$ cat config.mk
export PLATFORM = sky130hd
export DESIGN_NAME = length_prefixed_request_deframer_core
export DESIGN_NICKNAME = d
export VERILOG_FILES = /design/src/rtl/lprd_pkg.sv /design/src/rtl/lprd_parser.sv /design/src/rtl/length_prefixed_request_deframer_core.sv
export SDC_FILE = /design/constraint.sdc
export NUM_CORES = 1
export LEC_CHECK = 0
export ABC_AREA = 1
export BUFFER_PORTS_ARGS = -buffer_cell sky130_fd_sc_hd__buf_2
export CAP_MARGIN = 40
export CORE_MARGIN = 5
export CORE_UTILIZATION = 45
export DETAILED_ROUTE_END_ITERATION = 6
export HOLD_SLACK_MARGIN = 0.08
export PLACE_DENSITY = 0.74
export SKIP_CTS_REPAIR_TIMING = 1
export SLEW_MARGIN = 20
export SYNTH_ARGS = -nofsm -noshare
export SYNTH_HDL_FRONTEND = slang
export SYNTH_SLANG_ARGS = --single-unit
$ cat constraint.sdc
create_clock -name clk -period 8.4 [get_ports clk]
set_input_delay 0.84 -clock clk [delete_from_list [all_inputs] [get_ports clk]]
set_output_delay 0.84 -clock clk [all_outputs]
set_load 0.02 [all_outputs]
$ cat src/rtl/lprd_pkg.sv
// Shared types and constants for the length-prefixed request deframer.
// No dependencies; imported by lprd_parser and the top level.
package lprd_pkg;

    localparam logic [7:0] MAGIC_FIRST  = 8'hAB;
    localparam logic [7:0] MAGIC_SECOND = 8'hCD;

    // Phase codes of the parser
    localparam logic [3:0] PH_HUNT1   = 4'd0;
    localparam logic [3:0] PH_HUNT2   = 4'd1;
    localparam logic [3:0] PH_LEN_IF  = 4'd2;
    localparam logic [3:0] PH_DATA_IF = 4'd3;
    localparam logic [3:0] PH_LEN_M   = 4'd4;
    localparam logic [3:0] PH_DATA_M  = 4'd5;
    localparam logic [3:0] PH_LEN_PT  = 4'd6;
    localparam logic [3:0] PH_DATA_PT = 4'd7;
    localparam logic [3:0] PH_ID      = 4'd8;
    localparam logic [3:0] PH_PLEN    = 4'd9;
    localparam logic [3:0] PH_PARAM   = 4'd10;

    // Segment codes
    localparam logic [2:0] SEG_IF    = 3'd0;
    localparam logic [2:0] SEG_M     = 3'd1;
    localparam logic [2:0] SEG_PT    = 3'd2;
    localparam logic [2:0] SEG_PARAM = 3'd3;
    localparam logic [2:0] SEG_EMPTY = 3'd4;

    typedef struct packed {
        logic        valid;
        logic [2:0]  segment;
        logic [7:0]  payload_byte;
        logic        segment_last;
        logic [31:0] request_id;
    } lprd_result_t;

endpackage

$ cat src/rtl/lprd_parser.sv
// Framing state machine: phase, prefix counter, word accumulator, remaining
// count and current id. Advances one byte per step. Depends on lprd_pkg.
module lprd_parser
    import lprd_pkg::*;
(
    input  logic         clk,
    input  logic         rst_n,
    input  logic         step,
    input  logic [7:0]   data_byte,
    output lprd_result_t result
);

    logic [3:0]  phase_reg, phase_next;
    logic [1:0]  count_reg, count_next;
    logic [31:0] acc_reg, acc_next;
    logic [31:0] remain_reg, remain_next;
    logic [31:0] id_reg, id_next;

    logic [31:0] acc_shift;
    logic        word_done;
    logic        remain_last;
    logic [31:0] remain_dec;

    assign acc_shift   = {acc_reg[23:0], data_byte};
    assign word_done   = (count_reg == 2'd3);
    assign remain_last = (remain_reg[31:1] == 31'd0);
    assign remain_dec  = (remain_reg != 32'd0) ? remain_reg - 32'd1 : remain_reg;

    always_comb
    begin
        phase_next  = phase_reg;
        count_next  = count_reg;
        acc_next    = acc_reg;
        remain_next = remain_reg;
        id_next     = id_reg;
        result      = '0;

        case (phase_reg)
            PH_HUNT2:
            begin
                if (data_byte == MAGIC_SECOND)
                begin
                    phase_next = PH_LEN_IF;
                    count_next = 2'd0;
                    acc_next   = 32'd0;
                end
                else if (data_byte != MAGIC_FIRST)
                begin
                    phase_next = PH_HUNT1;
                end
            end
            PH_LEN_IF, PH_LEN_M, PH_LEN_PT:
            begin
                acc_next   = acc_shift;
                count_next = count_reg + 2'd1;
                if (word_done)
                begin
                    remain_next = acc_shift;
                    // Empty string: skip straight to the next prefix
                    if (acc_shift == 32'd0)
                        phase_next = phase_reg + 4'd2;
                    else
                        phase_next = phase_reg + 4'd1;
                end
            end
            PH_DATA_IF, PH_DATA_M, PH_DATA_PT:
            begin
                result.valid        = 1'b1;
                result.segment      = (phase_reg == PH_DATA_IF) ? SEG_IF :
                                      (phase_reg == PH_DATA_M) ? SEG_M : SEG_PT;
                result.payload_byte = data_byte;
                result.segment_last = remain_last;
                remain_next         = remain_dec;
                if (remain_last)
                    phase_next = phase_reg + 4'd1;
            end
            PH_ID:
            begin
                acc_next   = acc_shift;
                count_next = count_reg + 2'd1;
                if (word_done)
                begin
                    id_next    = acc_shift;
                    phase_next = PH_PLEN;
                end
            end
            PH_PLEN:
            begin
                acc_next   = acc_shift;
                count_next = count_reg + 2'd1;
                if (word_done)
                begin
                    remain_next = acc_shift;
                    if (acc_shift == 32'd0)
                    begin
                        result.valid        = 1'b1;
                        result.segment      = SEG_EMPTY;
                        result.segment_last = 1'b1;
                        result.request_id   = id_reg;
                        phase_next          = PH_ID;
                    end
                    else
                    begin
                        phase_next = PH_PARAM;
                    end
                end
            end
            PH_PARAM:
            begin
                result.valid        = 1'b1;
                result.segment      = SEG_PARAM;
                result.payload_byte = data_byte;
                result.segment_last = remain_last;
                result.request_id   = id_reg;
                remain_next         = remain_dec;
                if (remain_last)
                    phase_next = PH_ID;
            end
            default:
            begin
                phase_next = (data_byte == MAGIC_FIRST) ? PH_HUNT2 : PH_HUNT1;
            end
        endcase
    end

    always_ff @(posedge clk or negedge rst_n)
    begin
        if (!rst_n)
        begin
            phase_reg  <= PH_HUNT1;
            count_reg  <= 2'd0;
            acc_reg    <= 32'd0;
            remain_reg <= 32'd0;
            id_reg     <= 32'd0;
        end
        else if (step)
        begin
            phase_reg  <= phase_next;
            count_reg  <= count_next;
            acc_reg    <= acc_next;
            remain_reg <= remain_next;
            id_reg     <= id_next;
        end
    end

endmodule

$ cat src/rtl/length_prefixed_request_deframer_core.sv
// Length-prefixed request deframer: input byte register, parser, result register.
// Depends on lprd_pkg and lprd_parser.
//
// Usage:
//   Input channel (in_valid, in_stall, data_byte) takes one stream byte per
//   transfer. The block hunts for the magic pair 0xAB 0xCD, reads three
//   length-prefixed header strings, then loops over request bodies (id,
//   length, parameter bytes).
//   Output channel (out_valid, out_stall, segment, payload_byte,
//   segment_last, request_id) carries at most one result per input byte.
//   Magic, length, id bytes give no result, save an empty marker for length 0.
// Result path: a byte accepted into the input register passes through the
//   parser logic into the result register, visible there until taken.
// Throughput: one byte per clock unless out_stall holds a pending result; the
//   parser step is a single pass of short logic from input to result register.
// Stall: when out_stall holds a pending result, the byte in the input
//   register waits and in_stall rises; nothing is dropped.
// Reset: rst_n clears both registers' valid bits and returns the parser to
//   hunting the first magic byte.
module length_prefixed_request_deframer_core
    import lprd_pkg::*;
(
    input  logic        clk,
    input  logic        rst_n,
    input  logic        in_valid,
    output logic        in_stall,
    input  logic [7:0]  data_byte,
    output logic        out_valid,
    input  logic        out_stall,
    output logic [2:0]  segment,
    output logic [7:0]  payload_byte,
    output logic        segment_last,
    output logic [31:0] request_id
);

    logic         in_valid_reg;
    logic [7:0]   in_byte_reg;
    logic         out_valid_reg;
    lprd_result_t out_reg;
    lprd_result_t step_result;
    logic         out_free;
    logic         step;

    assign out_free = !out_valid_reg || !out_stall;
    assign step     = in_valid_reg && out_free;
    // Hold the input while its byte cannot move on
    assign in_stall = in_valid_reg && !out_free;

    lprd_parser u_parser
    (
        .clk       (clk),
        .rst_n     (rst_n),
        .step      (step),
        .data_byte (in_byte_reg),
        .result    (step_result)
    );

    always_ff @(posedge clk or negedge rst_n)
    begin
        if (!rst_n)
        begin
            in_valid_reg  <= 1'b0;
            out_valid_reg <= 1'b0;
        end
        else
        begin
            if (!in_stall)
                in_valid_reg <= in_valid;
            if (out_free)
                out_valid_reg <= step && step_result.valid;
        end
    end

    always_ff @(posedge clk)
    begin
        if (in_valid && !in_stall)
            in_byte_reg <= data_byte;
        if (step && step_result.valid && out_free)
            out_reg <= step_result;
    end

    assign out_valid    = out_valid_reg;
    assign segment      = out_reg.segment;
    assign payload_byte = out_reg.payload_byte;
    assign segment_last = out_reg.segment_last;
    assign request_id   = out_reg.request_id;

    a_empty_marker: assert property (@(posedge clk) disable iff (!rst_n)
        out_valid_reg && out_reg.segment == SEG_EMPTY |->
            out_reg.payload_byte == 8'd0 && out_reg.segment_last)
        else $error("empty-parameter marker malformed");

    a_header_id_zero: assert property (@(posedge clk) disable iff (!rst_n)
        out_valid_reg && (out_reg.segment == SEG_IF || out_reg.segment == SEG_M ||
            out_reg.segment == SEG_PT) |-> out_reg.request_id == 32'd0)
        else $error("header segment carries a request id");

    a_held_byte: assert property (@(posedge clk) disable iff (!rst_n)
        in_valid_reg && !out_free |=> in_valid_reg && $stable(in_byte_reg))
        else $error("held input byte lost or changed");

    a_result_load: assert property (@(posedge clk) disable iff (!rst_n)
        step && step_result.valid |=> out_valid_reg)
        else $error("parser result not captured");

endmodule
==> results of run 1 <==
## power groups by stage
stage                     Clock, W  Combinational [W]  Sequential [W]
after floorplan                  0           0.000504         0.00106
after global routing      0.000810           0.000781         0.00113
after CTS                 0.000775           0.000671         0.00110
after detailed placement         0           0.000662         0.00111
after global placement           0           0.000649         0.00111
final                     0.000763           0.000677         0.00110
## area by class of cell
cell class | instances | share of cell area [%]
clock buffer | 17 | 5.14
clock inverter | 15 | 2.10
inverter | 128 | 5.83
multi-input combinational | 576 | 31.5
sequential | 148 | 47.9
tap | 216 | 3.26
timing repair buffer | 63 | 4.31
## per-stage QoR
step	util, %	hold WS, ns	power, W
2_1_floorplan	-	0.457	0.00157
3_3_place_gp	48.4	0.472	0.00176
3_5_place_dp	48.6	0.488	0.00177
4_1_cts	52.4	0.398	0.00254
5_1_grt	52.5	0.434	0.00272
6_report	52.5	0.389	0.00254
## worst max-delay path: cells and delay by family, from the launching register on
kind	cells	cell delay, ns
buf+inv	4	0.96
simple gates	6	0.90
flops	1	0.44
compound gates	2	0.29
fa+ha+maj	1	0.24
## path summary, 6_finish.rpt
kind / slack [ns] / to / start
worst min-delay path: 0.39 / out_valid$_DFFE_PN0N_ / rst_n
min in group clk: 0.50 / u_parser.count_reg[0]$_DFFE_PN0P_ / u_parser.count_reg[0]$_DFFE_PN0P_
worst min register to register: 0.50 / u_parser.count_reg[0]$_DFFE_PN0P_ / u_parser.count_reg[0]$_DFFE_PN0P_
worst max-delay path: 5.46 / u_parser.remain_reg[9]$_DFFE_PN0P_ / u_parser.phase_reg[1]$_DFFE_PN0P_
max in group asynchronous: 6.88 / u_parser.remain_reg[28]$_DFFE_PN0P_ / rst_n
worst max register to register: 5.46 / u_parser.remain_reg[9]$_DFFE_PN0P_ / u_parser.phase_reg[1]$_DFFE_PN0P_
## per-layer routing
metal / global-route usage [%] / up-vias
li1: - / 2906
met1: 24.9 / 2611
met2: 29.7 / 179
met3: 4.96 / 28
met4: 7.17 / 0
met5: 0 / -
## cells by family after synthesis
group,after synthesis,synth area share (%)
xor gates and xnor gates,7,0.853
muxes,1,0.139
adders and majority gates,8,1.39
AOI/OAI and AO/OA,125,9.10
DFF,148,55.1
and+or+nand+nor,435,24.7
buffers and inverters,154,8.67
## cells in the final DEF, fill, tap and decap left out, drive strengths merged
master / Yosys / routed
nand2: 212 / 212
nor2: 153 / 153
inv: 128 / 132
dfrtp: 96 / 96
o21ai: 93 / 93
buf: 12 / 63
edfxtp: 52 / 52
nand3: 51 / 51
o22ai: 21 / 21
clkbuf: 14 / 17
a21oi: 10 / 10
ha: 8 / 8
nand4: 8 / 8
nor3: 5 / 5
clkinv: 0 / 5
xor2: 4 / 4
or2: 4 / 4
clkinvlp: 0 / 4
xnor2: 3 / 3
nand3b: 2 / 2
bufinv: 0 / 2
o31ai: 1 / 1
mux2i: 1 / 1
==> summary.md, run 1 <==
| Metric | Value |
|---|---|
| Status | `complete, no violations` |
| Die area | `0.0186 mm^2` |
| Clock root cell | `clkbuf_16` |
| Port Buffer Count | `57` |
| Synth Flop Type | `dfrtp_1` |
| Reg clk slew, reported paths | `0.06 ns` |
| Post-route ant nets | `0` |
| Top Ports | `58` |
| Total of max-cap violations | `0` |
| Core box area | `0.0158 mm^2` |
| Most instantiated cells after synthesis | `210 x nand2_1, 151 x nor2_1, 123 x inv_1, 96 x dfrtp_1, 80 x o21ai_0` |
| NetSw | `0.000929 W` |
| Fin. Hold Viols | `0` |
| Crit Path Class | `reg2reg` |
| TritonCTS clock tree | `yes` |
| DRC viols | `0` |
| Critical Path, Cell by Cell | `inv_1 > ha_1 > nand3_1 > nand2_2 > nor2_4 > inv_2 > buf_12 > nor2_1 > nor2_1 > nand2_4 > inv_4 > o21ai_0 > o21ai_1` |
| Sequential-to-total area share from yosys stat | `55.1%` |
| Switching share of total power | `36.6%` |
| Overall routing resource usage | `18.8%` |
| P_leak | `4.07 nW` |
| Setup crit end kind | `flip-flop` |
| Area contributors post-synth | `dfrtp_1 33%, edfxtp_1 22%, nand2_1 11%` |
| Met3 WL | `1030 um` |
| WL per Instance | `14.0 um` |
| Post-synth ARST share | `64.9%` |
| Layout Skew | `0.0141 ns` |
| Post-synth EDFFs | `52` |
| RSZ-0062 raised after global routing | `false` |
| Area of the multi-input gates | `0.00261 mm^2` |
| Layout cell share with drive strength beyond 1 | `11.6%` |
| Total global routing overflow | `0` |
| Inst Count DP | `1130` |
| Synth Area per Inst | `8.19 um^2` |
| Mapped cell area | `0.00719 mm^2` |
| GPL Wtd Cong | `0.896` |
| Max transition margin | `41.1%` |
| WL met2 | `7550 um` |
| Dpl ws | `5.31 ns` |
| Minimum clock period | `2.94 ns` |
| Inserted Diodes | `0` |
| Number of global-route vias before repair | `5516` |
| Number of CTS-inserted buffers | `17` |
| DR pass1 iterations | `5` |
| Top-count cell post-synth | `nand2_1` |
| Seq. cell area | `0.00396 mm^2` |
| Initial Util | `45.6%` |
| Layout Nets | `954` |
| Max Freq | `0.340 GHz` |
| Wirelength, routed | `16300 um` |
| Library cells used by synthesis | `32` |
| Gate Count Post-Synth | `878` |
| # rows | `46` |
| Worst-Skew Late Latency | `0.44 ns` |
| Cell area power density | `307 mW/mm^2` |
| Post-DR vias/cell | `4.92` |
| CP startpoint kind | `flip-flop` |
| Gate power share | `26.6%` |
| Design area | `0.00828 mm^2` |
| Initial antenna violation count | `0` |
| Yosys reg bits | `148` |
| DR top layer | `met4` |
| Min-Delay Path Class | `in2async` |
| Final period util | `35.1%` |
| Most frequent CP cell | `nor2_1` |
| # fillers | `1482` |
| R2r worst-path depth | `13` |
| First-pass GRT wire length | `27300 um` |
| Crit-path max cell delay | `0.44 ns` |
| Pint | `0.00161 W` |
| Yosys top cell by area | `dfrtp_1` |
| # H-tree levels | `4` |
| Post-route insts no fill | `1163` |
| VDD IR max | `0.185 mV` |
| Clock Sinks | `148` |
| Final Slew Violations | `0` |
| CP arrival | `3.30 ns` |
| # setup viols final | `0` |
| Die H | `136 um` |
| HPWL Detailed | `11600 um` |
| Iteration-0 DRC Markers | `614` |
| Setup TNS | `0 ns` |
| Worst setup margin | `5.46 ns` |
| Clock Tree Buf Depth | `2` |
| Placed inst area | `0.00766 mm^2` |
| Sequential share of power | `43.4%` |
| Clk pwr share | `30.0%` |
| Critical Path Fanout Max | `46` |
| Yosys top cell area share | `33.4%` |
| Via count | `5724` |
| Ys Warns | `0` |
| Area delta synth->final | `15.2%` |
| CP Data Required Time | `8.76 ns` |
| Die X | `136 um` |
| M1 wire length | `7320 um` |
| Synth Net Count | `898` |
| Largest net degree at the start of global routing | `65` |
| Worst-Margin Slew | `0.882 ns` |
| Slowest-stage cell, CP | `dfrtp_1` |
Note: power is estimated with default switching activity, not from simulation.
==> run 2: changes to the inputs <==
--- a/config.mk
+++ b/config.mk
@@ -12,7 +12,7 @@
 export CORE_UTILIZATION = 45
 export DETAILED_ROUTE_END_ITERATION = 6
 export HOLD_SLACK_MARGIN = 0.08
-export PLACE_DENSITY = 0.74
+export PLACE_DENSITY = 0.76
 export SKIP_CTS_REPAIR_TIMING = 1
 export SLEW_MARGIN = 20
 export SYNTH_ARGS = -nofsm -noshare
==> constraint.sdc (replaced) <==
create_clock -name clk -period 2.6 [get_ports clk]
set_input_delay 0.26 -clock clk [delete_from_list [all_inputs] [get_ports clk]]
set_output_delay 0.26 -clock clk [all_outputs]
set_load 0.02 [all_outputs]
==> run 2 against run 1 <==
  * Register-to-register slack got worse by 5.2 ns
  * Cell count increased by 1.6%
  * First-iteration DRC count decreased by 8.6%
  * Global-route usage increased by 0.29 points
  * Count of clock-buffer cells in the layout increased by 1
  * Utilization increased by 1.3 points
  * Worst hold slack got worse by 0.30 ns
  * Flip-flop and latch count unchanged
  * Largest power group unchanged
  * Via count increased by 1.7%
  * Cell area increased by 2.4%
  * Routed wire length increased by 1.6%
==> summary.md, run 2 (synthesis gave the netlist of run 1 again) <==
| Metric | Value |
|---|---|
| Status | `complete, no violations (unchanged)` |
| RSZ-0062 raised after global routing | `false (unchanged)` |
| GPL Wtd Cong | `0.960 (was 0.896)` |
| Minimum clock period | `2.32 ns (was 2.94 ns)` |
| # rows | `46 (unchanged)` |
| DR pass1 iterations | `5 (unchanged)` |
| # setup viols final | `0 (unchanged)` |
| Final period util | `89.3% (was 35.1%)` |
| Setup TNS | `0 ns (unchanged)` |
| Setup crit end kind | `flip-flop (unchanged)` |
| Crit Path Class | `reg2reg (unchanged)` |
| Clock root cell | `clkbuf_16 (unchanged)` |
| Layout Skew | `0.00843 ns (was 0.0141 ns)` |
| Critical R2R Launch | `u_parser.phase_reg[1]$_DFFE_PN0P_ (unchanged)` |
| Final Slew Violations | `0 (unchanged)` |
| TritonCTS clock tree | `yes (unchanged)` |
| Overall routing resource usage | `19.1% (was 18.8%)` |
| Total of max-cap violations | `0 (unchanged)` |
| Critical Path Source | `u_parser.phase_reg[1]$_DFFE_PN0P_ (unchanged)` |
| HPWL Detailed | `12000 um (was 11600 um)` |
| Via count | `5821 (was 5724)` |
| Number of CTS-inserted buffers | `17 (unchanged)` |
| Seq. cell area | `0.00396 mm^2 (unchanged)` |
| Max Freq | `0.431 GHz (was 0.340 GHz)` |
| # fillers | `1430 (was 1482)` |
| First-pass GRT wire length | `27900 um (was 27300 um)` |
| Inserted Diodes | `0 (unchanged)` |
| Layout Nets | `973 (was 954)` |
| Top Ports | `58 (unchanged)` |
| Sequential share of power | `42.7% (was 43.4%)` |
| Total global routing overflow | `0 (unchanged)` |
| Area delta synth->final | `18.0% (was 15.2%)` |
| Worst setup margin | `0.277 ns (was 5.46 ns)` |
| Fin. Hold Viols | `0 (unchanged)` |
| FF-to-FF End | `u_parser.remain_reg[9]$_DFFE_PN0P_ (unchanged)` |
| FF-to-FF setup slack | `0.28 ns (was 5.46 ns)` |
| Critical Path Fanout Max | `45 (was 46)` |
| Initial Util | `45.6% (unchanged)` |
| Wirelength, routed | `16600 um (was 16300 um)` |
| # H-tree levels | `4 (unchanged)` |
| Worst Setup EP | `u_parser.remain_reg[9]$_DFFE_PN0P_ (unchanged)` |
| P_leak | `4.16 nW (was 4.07 nW)` |
| R2r worst-path depth | `12 (was 13)` |
| Die H | `136 um (unchanged)` |
| Worst-Margin Slew | `0.478 ns (was 0.882 ns)` |
| Die area | `0.0186 mm^2 (unchanged)` |
| DRC viols | `0 (unchanged)` |
| CP arrival | `2.66 ns (was 3.30 ns)` |
| Clock Tree Buf Depth | `2 (unchanged)` |
| Layout cell share with drive strength beyond 1 | `12.5% (was 11.6%)` |
| Die X | `136 um (unchanged)` |
| Gate power share | `26.7% (was 26.6%)` |
| VDD IR max | `0.561 mV (was 0.185 mV)` |
| Iteration-0 DRC Markers | `561 (was 614)` |
| CP startpoint kind | `flip-flop (unchanged)` |
| Worst-Skew Late Latency | `0.43 ns (was 0.44 ns)` |
| Fin Hold WS | `0.0891 ns (was 0.389 ns)` |
| Dpl ws | `0.320 ns (was 5.31 ns)` |
| Max transition margin | `67.8% (was 41.1%)` |
| Reg clk slew, reported paths | `0.06 ns (about the same)` |
| Most common cell after layout, fill and taps aside | `nand2_1 (unchanged)` |
| Pint | `0.00534 W (was 0.00161 W)` |
| Post-DR vias/cell | `4.92 (about the same)` |
| Port Buffer Count | `57 (unchanged)` |
| CP Data Required Time | `2.94 ns (was 8.76 ns)` |
| Number of global-route vias before repair | `5508 (was 5516)` |
| Min-Delay Path Class | `in2reg (was in2async)` |
| Area of the multi-input gates | `0.00261 mm^2 (unchanged)` |
| Cell area power density | `987 mW/mm^2 (was 307 mW/mm^2)` |
| Post-route ant nets | `0 (unchanged)` |
| WL per Instance | `14.0 um (about the same)` |
| Clock Sinks | `148 (unchanged)` |
| Initial antenna violation count | `0 (unchanged)` |
| Switching share of total power | `36.2% (was 36.6%)` |
| Largest net degree at the start of global routing | `72 (was 65)` |
| Clk pwr share | `30.7% (was 30.0%)` |
| Core box area | `0.0158 mm^2 (unchanged)` |
| NetSw | `0.00303 W (was 0.000929 W)` |
| Commonest non-fill, non-tap cells in the layout | `210 x nand2_1, 151 x nor2_1, 122 x inv_1 (was 210 x nand2_1, 151 x nor2_1, 123 x inv_1)` |
==> run 2: final cells by class <==
class,instances,area share [%]
clock inverter,14,2.26
sequential,148,46.7
multi-input combinational,576,30.8
inverter,128,5.74
timing repair buffer,82,6.26
clock buffer,18,5.06
tap,216,3.19
==> run 2: worst max-delay path, cell delays in order (launching register included) <==
cell and delay, ns:
dfrtp_1 0.44, inv_1 0.10, ha_1 0.25, nand3_1 0.14, nand2_2 0.14, nor2_4 0.05
inv_2 0.12, nor2_1 0.06, nor2_1 0.22, nand2_4 0.09, inv_4 0.33, o21ai_0 0.17
o21ai_1 0.12
==> run 2: stage by stage <==
step                      instances  cell area [um^2]  total power [W]  util [%]
after floorplan                 878              7190          0.00507         -
after global placement         1140              7750          0.00569      49.2
after detailed placement       1141              7770          0.00576      49.3
after CTS                      1173              8390          0.00837      53.2
after global routing           1182              8480          0.00893      53.8
final                          1182              8480          0.00837      53.8
==> run 2: metal layers <==
metal  vias to the layer above  wire [um]  global-route usage [%]
li1                       2948          -                       -
met5                         -          0                       0
met2                       146       8040                    31.9
met4                         0        315                    5.82
met3                        20        655                    3.22
met1                      2707       7580                    25.6
==> run 2: power by group through the flow <==
| stage | clock, W | sequential, W | combinational (W) |
|---|---|---|---|
| 4_1_cts | 0.00260 | 0.00355 | 0.00222 |
| 5_1_grt | 0.00270 | 0.00365 | 0.00257 |
| 3_5_place_dp | 0 | 0.00358 | 0.00218 |
| 6_report | 0.00257 | 0.00357 | 0.00223 |
| 2_1_floorplan | 0 | 0.00344 | 0.00163 |
| 3_3_place_gp | 0 | 0.00357 | 0.00212 |
==> run 2: how the worst min path moves through the flow <==
stage                   start                       end  slack (ns)  depth (start not counted)
finish              out_stall     out_valid$_DFFE_PN0N_        0.09                          3
global route        out_stall     out_valid$_DFFE_PN0N_        0.10                          3
CTS                     rst_n     out_valid$_DFFE_PN0N_       -0.25                          1
detailed placement      rst_n     out_valid$_DFFE_PN0N_        0.21                          1
global placement        rst_n     out_valid$_DFFE_PN0N_        0.20                          1
floorplan               rst_n  in_valid_reg$_DFFE_PN0N_       -0.04                          0
==> run 3: changes to the inputs <==
--- a/config.mk
+++ b/config.mk
@@ -12,7 +12,7 @@
 export CORE_UTILIZATION = 45
 export DETAILED_ROUTE_END_ITERATION = 6
 export HOLD_SLACK_MARGIN = 0.08
-export PLACE_DENSITY = 0.76
+export PLACE_DENSITY = 0.65
 export SKIP_CTS_REPAIR_TIMING = 1
 export SLEW_MARGIN = 20
 export SYNTH_ARGS = -nofsm -noshare
==> constraint.sdc (replaced) <==
create_clock -name clk -period 2.3 [get_ports clk]
set_input_delay 0.23 -clock clk [delete_from_list [all_inputs] [get_ports clk]]
set_output_delay 0.23 -clock clk [all_outputs]
set_load 0.02 [all_outputs]
==> run 3 against run 2 <==
  * Fmax rose by 11%
  * Worst hold slack got worse by 0.0088 ns
  * Cell count increased by 1.4%
  * Count of clock-buffer cells in the layout increased by 1
  * Sequential share of layout area is 0.81 points lower
  * Critical endpoint is now u_parser.remain_reg[4]$_DFFE_PN0P_
  * Largest cell class unchanged
==> summary.md, run 3 (synthesis gave the netlist of run 1 again) <==
| Metric | Value |
|---|---|
| Status | `complete, no violations (unchanged)` |
| Post-DR vias/cell | `4.91 (was 4.92)` |
| Initial antenna violation count | `0 (unchanged)` |
| Slowest-stage cell, CP | `dfrtp_1 (unchanged)` |
| Clock Sinks | `148 (unchanged)` |
| Largest net degree at the start of global routing | `52 (was 72)` |
| Setup crit end kind | `flip-flop (unchanged)` |
| Critical R2R Launch | `u_parser.phase_reg[0]$_DFFE_PN0P_ (was u_parser.phase_reg[1]$_DFFE_PN0P_)` |
| CP arrival | `2.39 ns (was 2.66 ns)` |
| FF-to-FF End | `u_parser.remain_reg[4]$_DFFE_PN0P_ (was u_parser.remain_reg[9]$_DFFE_PN0P_)` |
| Layout cell share with drive strength beyond 1 | `14.5% (was 12.5%)` |
| Crit-path max cell delay | `0.43 ns (was 0.44 ns)` |
| Inserted Diodes | `0 (unchanged)` |
| Crit Path Class | `reg2reg (unchanged)` |
| Reg clk slew, reported paths | `0.06 ns (about the same)` |
| Max transition margin | `64.1% (was 67.8%)` |
| Total of max-cap violations | `0 (unchanged)` |
| # rows | `46 (unchanged)` |
| Die H | `136 um (unchanged)` |
| Top Ports | `58 (unchanged)` |
| Critical Path Fanout Max | `22 (was 45)` |
| Placed inst area | `0.00790 mm^2 (was 0.00777 mm^2)` |
| # setup viols final | `0 (unchanged)` |
| CP startpoint kind | `flip-flop (unchanged)` |
| Layout Skew | `0.00658 ns (was 0.00843 ns)` |
| R2r worst-path depth | `13 (was 12)` |
| Clock Tree Buf Depth | `2 (unchanged)` |
| Min-Delay Path Class | `in2reg (unchanged)` |
| Post-route ant nets | `0 (unchanged)` |
| Fin Hold WS | `0.0803 ns (was 0.0891 ns)` |
| WL per Instance | `14.4 um (was 14.0 um)` |
| Die X | `136 um (unchanged)` |
| Final Slew Violations | `0 (unchanged)` |
| Cell area power density | `1090 mW/mm^2 (was 987 mW/mm^2)` |
| P_leak | `4.24 nW (was 4.16 nW)` |
| Hold Path Depth | `3 (unchanged)` |
| Fin. Hold Viols | `0 (unchanged)` |
| Critical Path, Cell by Cell | `buf_4 > ha_1 > nand2_1 > nand2_2 > nor2_4 > inv_2 > nor2_1 > nor2_4 > nand2_4 > inv_4 > clkbuf_16 > nand2_1 > o21ai_0 (was inv_1 > ha_1 > nand3_1 > nand2_2 > nor2_4 > inv_2 > nor2_1 > nor2_1 > nand2_4 > inv_4 > o21ai_0 > o21ai_1)` |
| Commonest non-fill, non-tap cells in the layout | `210 x nand2_1, 149 x nor2_1, 121 x inv_1 (was 210 x nand2_1, 151 x nor2_1, 122 x inv_1)` |
| Wirelength, routed | `17300 um (was 16600 um)` |
| Number of CTS-inserted buffers | `17 (unchanged)` |
| Layout Nets | `990 (was 973)` |
| DR pass1 iterations | `5 (unchanged)` |
| Hold Crit Start | `out_stall (unchanged)` |
| # H-tree levels | `4 (unchanged)` |
| Hold Path End | `out_valid$_DFFE_PN0N_ (unchanged)` |
| Area delta synth->final | `20.0% (was 18.0%)` |
| First-pass GRT wire length | `28400 um (was 27900 um)` |
| CP Data Required Time | `2.60 ns (was 2.94 ns)` |
| Clock root cell | `clkbuf_16 (unchanged)` |
| Worst-Skew Late Latency | `0.42 ns (was 0.43 ns)` |
| HPWL Detailed | `12500 um (was 12000 um)` |
| Worst setup margin | `0.206 ns (was 0.277 ns)` |
| Initial Util | `45.6% (unchanged)` |
| DRC viols | `0 (unchanged)` |
| GPL Wtd Cong | `0.925 (was 0.960)` |
| Design area | `0.00863 mm^2 (was 0.00848 mm^2)` |
| Minimum clock period | `2.09 ns (was 2.32 ns)` |
| Via count | `5882 (was 5821)` |
| FF-to-FF setup slack | `0.21 ns (was 0.28 ns)` |
| Dpl ws | `0.0465 ns (was 0.320 ns)` |
| VDD IR max | `0.597 mV (was 0.561 mV)` |
| Overall routing resource usage | `19.8% (was 19.1%)` |
| Die area | `0.0186 mm^2 (unchanged)` |
| Core box area | `0.0158 mm^2 (unchanged)` |
| Most common cell after layout, fill and taps aside | `nand2_1 (unchanged)` |
| # fillers | `1516 (was 1430)` |
| Port Buffer Count | `57 (unchanged)` |
| Total global routing overflow | `0 (unchanged)` |
| Core Util, Final | `54.7% (was 53.8%)` |
| Iteration-0 DRC Markers | `620 (was 561)` |
| Worst-Margin Slew | `0.538 ns (was 0.478 ns)` |
| Final period util | `91.1% (was 89.3%)` |
| Number of global-route vias before repair | `5492 (was 5508)` |
| Max Freq | `0.477 GHz (was 0.431 GHz)` |
| TritonCTS clock tree | `yes (unchanged)` |
==> run 3: how the worst max path moves through the flow <==
stage | from | to | slack, ns | cells after the start
after floorplan | u_parser.phase_reg[1]$_DFFE_PN0P_ | payload_byte[0]$_SDFFCE_PP0P_ | 0.006 | 10
after global placement | u_parser.phase_reg[1]$_DFFE_PN0P_ | u_parser.phase_reg[3]$_DFFE_PN0P_ | 0.02 | 10
after detailed placement | u_parser.phase_reg[1]$_DFFE_PN0P_ | u_parser.phase_reg[3]$_DFFE_PN0P_ | 0.05 | 10
after CTS | u_parser.phase_reg[1]$_DFFE_PN0P_ | u_parser.phase_reg[3]$_DFFE_PN0P_ | 0.03 | 10
after global routing | u_parser.phase_reg[0]$_DFFE_PN0P_ | u_parser.remain_reg[29]$_DFFE_PN0P_ | -0.01 | 15
final | u_parser.phase_reg[0]$_DFFE_PN0P_ | u_parser.remain_reg[4]$_DFFE_PN0P_ | 0.21 | 13
==> run 3: where the power goes <==
group / switching, W / internal (W) / total [W]
Sequential: 0.000548 / 0.00346 / 0.00400
Combinational: 0.00170 / 0.000907 / 0.00261
Clock: 0.00112 / 0.00164 / 0.00276
Total: 0.00337 / 0.00600 / 0.00938
==> run 3: critical path, delay by kind of cell (launching register included) <==
family	cells	cell delay, ns
adder cells (fa/ha/maj)	1	0.22
AO/OA/AOI/OAI	1	0.07
AND/OR/NAND/NOR	7	0.75
flip-flops	1	0.43
buffers and inverters	4	0.49
==> run 3: layout make-up <==
class	instances	area [um^2]	share of cell area, %
Tap cell	216	270	3.13
Timing Repair Buffer	99	692	8.02
Clock buffer	19	443	5.13
Sequential cell	148	3960	45.9
Inverter	128	487	5.64
Multi-Input combinational cell	576	2630	30.4
Clock inverter	13	148	1.71
==> run 3: through the flow <==
stage / total power (W) / cells / TNS [ns]
5_1_grt: 0.0101 / 1199 / -0.0115
2_1_floorplan: 0.00573 / 878 / 0
3_5_place_dp: 0.00659 / 1156 / 0
6_report: 0.00938 / 1199 / 0
4_1_cts: 0.00937 / 1188 / 0
3_3_place_gp: 0.00653 / 1155 / 0
==> run 3: layer usage <==
layer	vias to the layer above	wire length (um)	global-route usage (%)
met1	2716	8140	28.6
met3	24	853	3.66
met4	0	421	7.78
met5	-	0	0
li1	2990	-	-
met2	152	7850	29.7
